[src/rtl/lzwd_pkg.sv]
// shared types, constants and helper functions of the lzw variable width decoder
// used by the core and the packer, no dependencies
`default_nettype none
package lzwd_pkg;

  localparam int DICT_ENTRIES = 4096;
  localparam int DICT_AW      = $clog2(DICT_ENTRIES);
  localparam int CODE_W       = DICT_AW + 1;
  localparam int MAX_STRING   = 512;
  localparam int LEN_W        = $clog2(MAX_STRING) + 1;
  localparam int STACK_AW     = $clog2(MAX_STRING);
  localparam int WIDTH_W      = $clog2(CODE_W + 1);
  localparam int ALPHA_W      = 9;
  localparam int ALPHA_MAX    = 256;

  localparam logic FUNC_LOAD = 1'b0;
  localparam logic FUNC_BIT  = 1'b1;

  localparam logic [1:0] ERR_NONE    = 2'd0;
  localparam logic [1:0] ERR_TRUNC   = 2'd1;
  localparam logic [1:0] ERR_INVALID = 2'd2;
  localparam logic [1:0] ERR_LONG    = 2'd3;

  typedef struct packed {
    logic [CODE_W-1:0] prefix;
    logic [7:0]        tail;
    logic [LEN_W-1:0]  len;
  } dict_word_t;

  localparam int DICT_W = $bits(dict_word_t);

  typedef struct packed {
    logic clr;
    logic push;
  } pack_ctl_t;

  function automatic logic [WIDTH_W-1:0] bit_len(input logic [CODE_W-1:0] n);
    logic [WIDTH_W-1:0] b;
    b = WIDTH_W'(1);
    for (int i = 1; i < CODE_W; i++) begin
      if (n[i]) b = WIDTH_W'(i + 1);
    end
    return b;
  endfunction

  function automatic logic [LEN_W-1:0] clamp_len(input logic [LEN_W-1:0] l);
    logic [LEN_W-1:0] r;
    r = l;
    if (l == '0) r = LEN_W'(1);
    if (l > LEN_W'(MAX_STRING)) r = LEN_W'(MAX_STRING);
    return r;
  endfunction

endpackage
`default_nettype wire

[src/rtl/lzwd_packer.sv]
// packs decoded bytes one at a time into an eight byte output word
// depends on lzwd_pkg
`default_nettype none
module lzwd_packer (
  input  logic               clk,
  input  logic               rst,
  input  lzwd_pkg::pack_ctl_t ctl,
  input  logic [7:0]         byte_in,
  output logic [63:0]        word,
  output logic [3:0]         count
);

  always_ff @(posedge clk) begin
    if (rst) begin
      word  <= '0;
      count <= '0;
    end else if (ctl.clr) begin
      word  <= '0;
      count <= '0;
    end else if (ctl.push) begin
      word[count[2:0]*8 +: 8] <= byte_in;
      count                   <= count + 4'd1;
    end
  end

endmodule
`default_nettype wire
[config.mk]
export PLATFORM = sky130hd
export DESIGN_NAME = lzwd_packer
export DESIGN_NICKNAME = d
export VERILOG_FILES = /design/src/rtl/lzwd_pkg.sv /design/src/rtl/lzwd_packer.sv
export SDC_FILE = /design/constraint.sdc
export NUM_CORES = 1
export LEC_CHECK = 0
export BUFFER_PORTS_ARGS = -buffer_cell sky130_fd_sc_hd__buf_2
export CAP_MARGIN = 20
export CELL_PAD_IN_SITES_DETAIL_PLACEMENT = 1
export CELL_PAD_IN_SITES_GLOBAL_PLACEMENT = 2
export CORE_AREA = 2 2 98 100
export CTS_CLUSTER_DIAMETER = 50
export DETAILED_ROUTE_END_ITERATION = 7
export DIE_AREA = 0 0 100 102
export PLACE_DENSITY = 0.87
export SLEW_MARGIN = 20
export SYNTH_ARGS = -nofsm -noshare
export SYNTH_HDL_FRONTEND = slang
export SYNTH_SLANG_ARGS = --single-unit
[constraint.sdc]
create_clock -name clk -period 2.6 [get_ports clk]
set_input_delay 0.39 -clock clk [delete_from_list [all_inputs] [get_ports clk]]
set_output_delay 0.39 -clock clk [all_outputs]
set_load 0.1 [all_outputs]
# ---- Word-level counts from Yosys, hierarchy flattened
# Cells that the tools add are included.
dict set report totals {
  reg_bits 68
}
dict set report op_classes {
  add_sub_neg 2
  shift 2
  muxes 1
  reduce_logical 1
}
# operator count
set ops {}
lappend ops {{$bwmux 64} 1}
lappend ops {{$shift 8x34->64 const A} 1}
lappend ops {{$shiftx 8x34->64} 1}
lappend ops {{$neg 6->34} 1}
lappend ops {{$add 4x1->4 const B} 1}
lappend ops {{$reduce_or 2->1} 1}

# ---- Logic depth before layout (Yosys ltp)
dict set report logic_depth {
  depth_word 3
  depth_mapped 10
  ltp_nobuf 6
}

# ---- Least setup slack after synthesis
# No wires, ideal clock.
dict set report synth_timing {
  path_type {register -> register}
  from {register count[0]}
  to {register word[2]}
  setup_ps 132
  arrival_ps 2995
  t_required_ps 2468
  path_slack_ps -527
  stages_incl_launch_ff 11
  path_cell_list {dfxtp_1 buf_6 clkbuf_1 inv_1 ha_1 ha_1 buf_2 or3b_2 buf_1 o21ai_1 a21oi_1}
}
dict set report synth_via {
  elab_chain_cells 3
  word_cells_on_any_way 4
  classes_between {1 x add/sub; 2 x shift; 1 x mux}
}
# item line_no
set synth_lines {}
lappend synth_lines {{start: declaration} lzwd_packer.sv:10} ;# output logic [3:0] count
lappend synth_lines {{start signal: assignment} lzwd_packer.sv:22} ;# count <= count + 4'd1;
lappend synth_lines {{$neg 6->34 *} lzwd_packer.sv:21} ;# word[count[2:0]*8 +: 8] <= byte_in;
lappend synth_lines {{$shiftx 8x34->64 or $shift 8x34->64 (tied branches)} lzwd_packer.sv:21}
lappend synth_lines {{$bwmux 64 *} lzwd_packer.sv:21}
lappend synth_lines {{end signal: indexed assignment} lzwd_packer.sv:21}
lappend synth_lines {{end: declaration} lzwd_packer.sv:9} ;# output logic [63:0] word,
# Mark *: on every way between the ends. The rest lies on a longest branch, timed or not.
# A chain may end at the register's enable or synchronous reset.

# ---- Final worst setup path
dict set report layout_timing {
  from {register count[0]}
  to {register word[20]}
}
# The elaborated chain is that of the path after synthesis.

==> impl_metrics.toml <==
[synthesis]
synthAdderAreaFrac_pct = 1.79
syn_nets = 297
synth-simple-area-share_pct = 19.7
synth_area_leaders = "dfxtp_1, mux2i_1, nand2_1"
synth_compound_area_share_pct = 4.47
synth_xor_xnor_area_share_pct = 0.939
ys_seq_area_share_pct = 48.7
syn-cell-area_um2 = 2800
synthMostInstantiatedCell = "dfxtp_1"
synth_top_family_by_area = "multiplexers"
yosysWarnings = 0
synth_commonest_cells = "dfxtp_1, nand2_1, mux2i_1"
synth_cell_types = 30
synth-edff-count = 0
syn_inst = 281
ys.flop_type = "dfxtp_1"
post-synth-top-area-cell = "dfxtp_1"
yosysTopAreaCellShare_pct = 48.7
async_flop_share_pct = 0
syn_area_per_cell_um2 = 9.96
synthMuxAreaShare_pct = 20.4
synth-seq-cells = 68

[clocking]
cts_buffers = 9
cts_htree_levels = 3
cts_setup_buffers = 0
holdBufCountCts = 0
cts_tree = "yes"
clock-root-buffer = "clkbuf_8"
cts_resized = 0
clock-sinks = 68
clkTransAtPathRegs_ns = 0.07
clk_latency_ns = 0.35
clock_path_buffers = 2

[pwr]
combPwrFrac_pct = 7.3
powerDensity_nw_per_um2 = 590
power_frac_seq_pct = 51.5
swShare_pct = 26.3
p_leak_nw = 1.81
intPower_w = 0.00151
irDropWorstVdd_mv = 0.348
switching_power_w = 0.000537
p_clk_share_pct = 41.1

[sta]
tightest_slew_ns = 0.782
post-route-period-util_pct = 88.1
holdWs_ns = 0.347
drv_slew = 0
clock_skew_ns = 0.00809
setup_violations = 0
fin_tns_setup_ns = 0
timing.fmax_mhz = 437
rsz0062_at_grt = "no"
hold_viol = 0
slew_headroom_pct = 47.7
fin_crit_ns = 2.29

[flow_run]
maxCapViolCount = 0

[floorplanning]
rows = 35
die_area_um2 = 10200
start_util_pct = 30.7
core_area_um2 = 9110
pin_count = 80
die_x_um = 100
die_h_um = 102

[detailed_routing]
wire_per_inst_um = 16.8
vias = 2290
routed_wl_mm = 7.95
vias_per_cell = 4.85
drc = 0
ant_nets = 0
firstDrtPassIters = 4
drt_iter0_drc = 79

[min_path]
hp-class = "in2reg"

[place]
dp_hpwl_mm = 5.86
routabilityCongestion = 0.778
portBuffers = 79

[critical_path]
worstSetupStartpointType = "register"
arrival_ns = 2.55
crit_chain = "inv_1 > ha_1 > ha_1 > o2111ai_2 > mux2i_1"
cp_max_fo = 21
critPathSlowestCell = "ha_1"
crit_path_frequent_cell = "ha_1"
cp.required_ns = 2.86
crit_family = "adder cells"
criticalPathCategory = "reg2reg"
cp_slowest_stage_delay_ns = 0.61
crit_buf_inv = 1
endpoint_kind = "register"

[grt]
groute.usage.overall_pct = 16.4
grt_overflow_total = 0
grt_pass1_wl_mm = 12.6
antenna_found_initial = 0
grt_max_degree = 28
grt_pass1_vias = 2348

[status]
status = "completed"

[final_layout]
regArea_um2 = 1370
syn2layout_area_growth_pct = 23.8
insertedDiodeCount = 0
drive_gt1_share_pct = 31.6
nets = 372
multi_input_area_um2 = 1330
filler_cell_count = 1078
[state kept, by name (all words and copies together) (netlist names)]
| signal | flops |
|---|---|
| count | 4 |
| word | 64 |
[worst paths after layout]
path,from,end,slack (ns),depth (start not counted)
min reg2reg,word[54]$_SDFFE_PP0P_,word[54]$_SDFFE_PP0P_,0.46,2
max,count[0]$_SDFFE_PP0P_,word[20]$_SDFFE_PP0P_,0.31,5
max reg2reg,count[0]$_SDFFE_PP0P_,word[20]$_SDFFE_PP0P_,0.31,5
min,byte_in[1],word[1]$_SDFFE_PP0P_,0.35,3
[per-layer routing]
metal | GRT usage, % | routed length (µm)
met5 | 0 | 0
met4 | 5.69 | 92
met3 | 4.04 | 371
met1 | 21.1 | 3690
met2 | 27.1 | 3790
[worst register-to-register path: cells and delay by family, from the launching register on]
kind	cells	cell delay, ns
adders and majority gates	2	0.83
DFF	1	0.51
AOI/OAI and AO/OA	1	0.46
muxes	1	0.32
buffers and inverters	1	0.08
[cell type report]
type	instances	area share, %
Sequential cell	68	39.5
Timing Repair Buffer	82	12.1
Clock inverter	5	0.975
Clock buffer	11	4.69
Inverter	4	0.433
Multi-Input combinational cell	191	38.4
Tap cell	111	4.01
[power groups by stage]
stage	Clock (W)	Sequential, W	Combinational [W]
floorplan	0	0.00111	0.0000787
global placement	0	0.00108	0.000147
detailed placement	0	0.00108	0.000151
CTS	0.000871	0.00105	0.000151
global route	0.000921	0.00105	0.000161
finish	0.000842	0.00105	0.000150
[placed cells by master (no fill, tap or decap), types with 2 or more instances in the layout]
master,instances
dfxtp_2,2
dfxtp_1,65
ha_1,4
clkinvlp_4,2
mux2i_1,57
nand2_1,65
xnor2_1,2
a21oi_1,8
nand4_2,4
nand4b_1,5
o21ai_1,8
buf_2,79
nor2_1,5
inv_1,4
clkbuf_8,10
o2111ai_2,3
clkinv_2,2
nand3_1,19
buf_4,3
[metrics by stage]
stage               instance area [µm²]  cells  util [%]  setup WS (ns)  total power (W)
floorplan                          2810    281         -         0.0801          0.00119
global placement                   3270    456      35.9          0.388          0.00122
detailed placement                 3270    456      35.9          0.278          0.00123
CTS                                3460    472      38.0          0.257          0.00208
global route                       3460    472      38.0          0.134          0.00214
finish                             3460    472      38.0          0.310          0.00205
[cells by family (layout without fill, tap and decap cells)]
family / after synthesis / after routing
AO/OA/AOI/OAI: 19 / 19
adder cells (fa/ha/maj): 4 / 4
buffers and inverters: 22 / 102
multiplexers: 57 / 57
AND/OR/NAND/NOR: 108 / 108
flip-flops: 68 / 68
XOR/XNOR: 3 / 3
No activity file was read; power rests on OpenSTA's default activity.
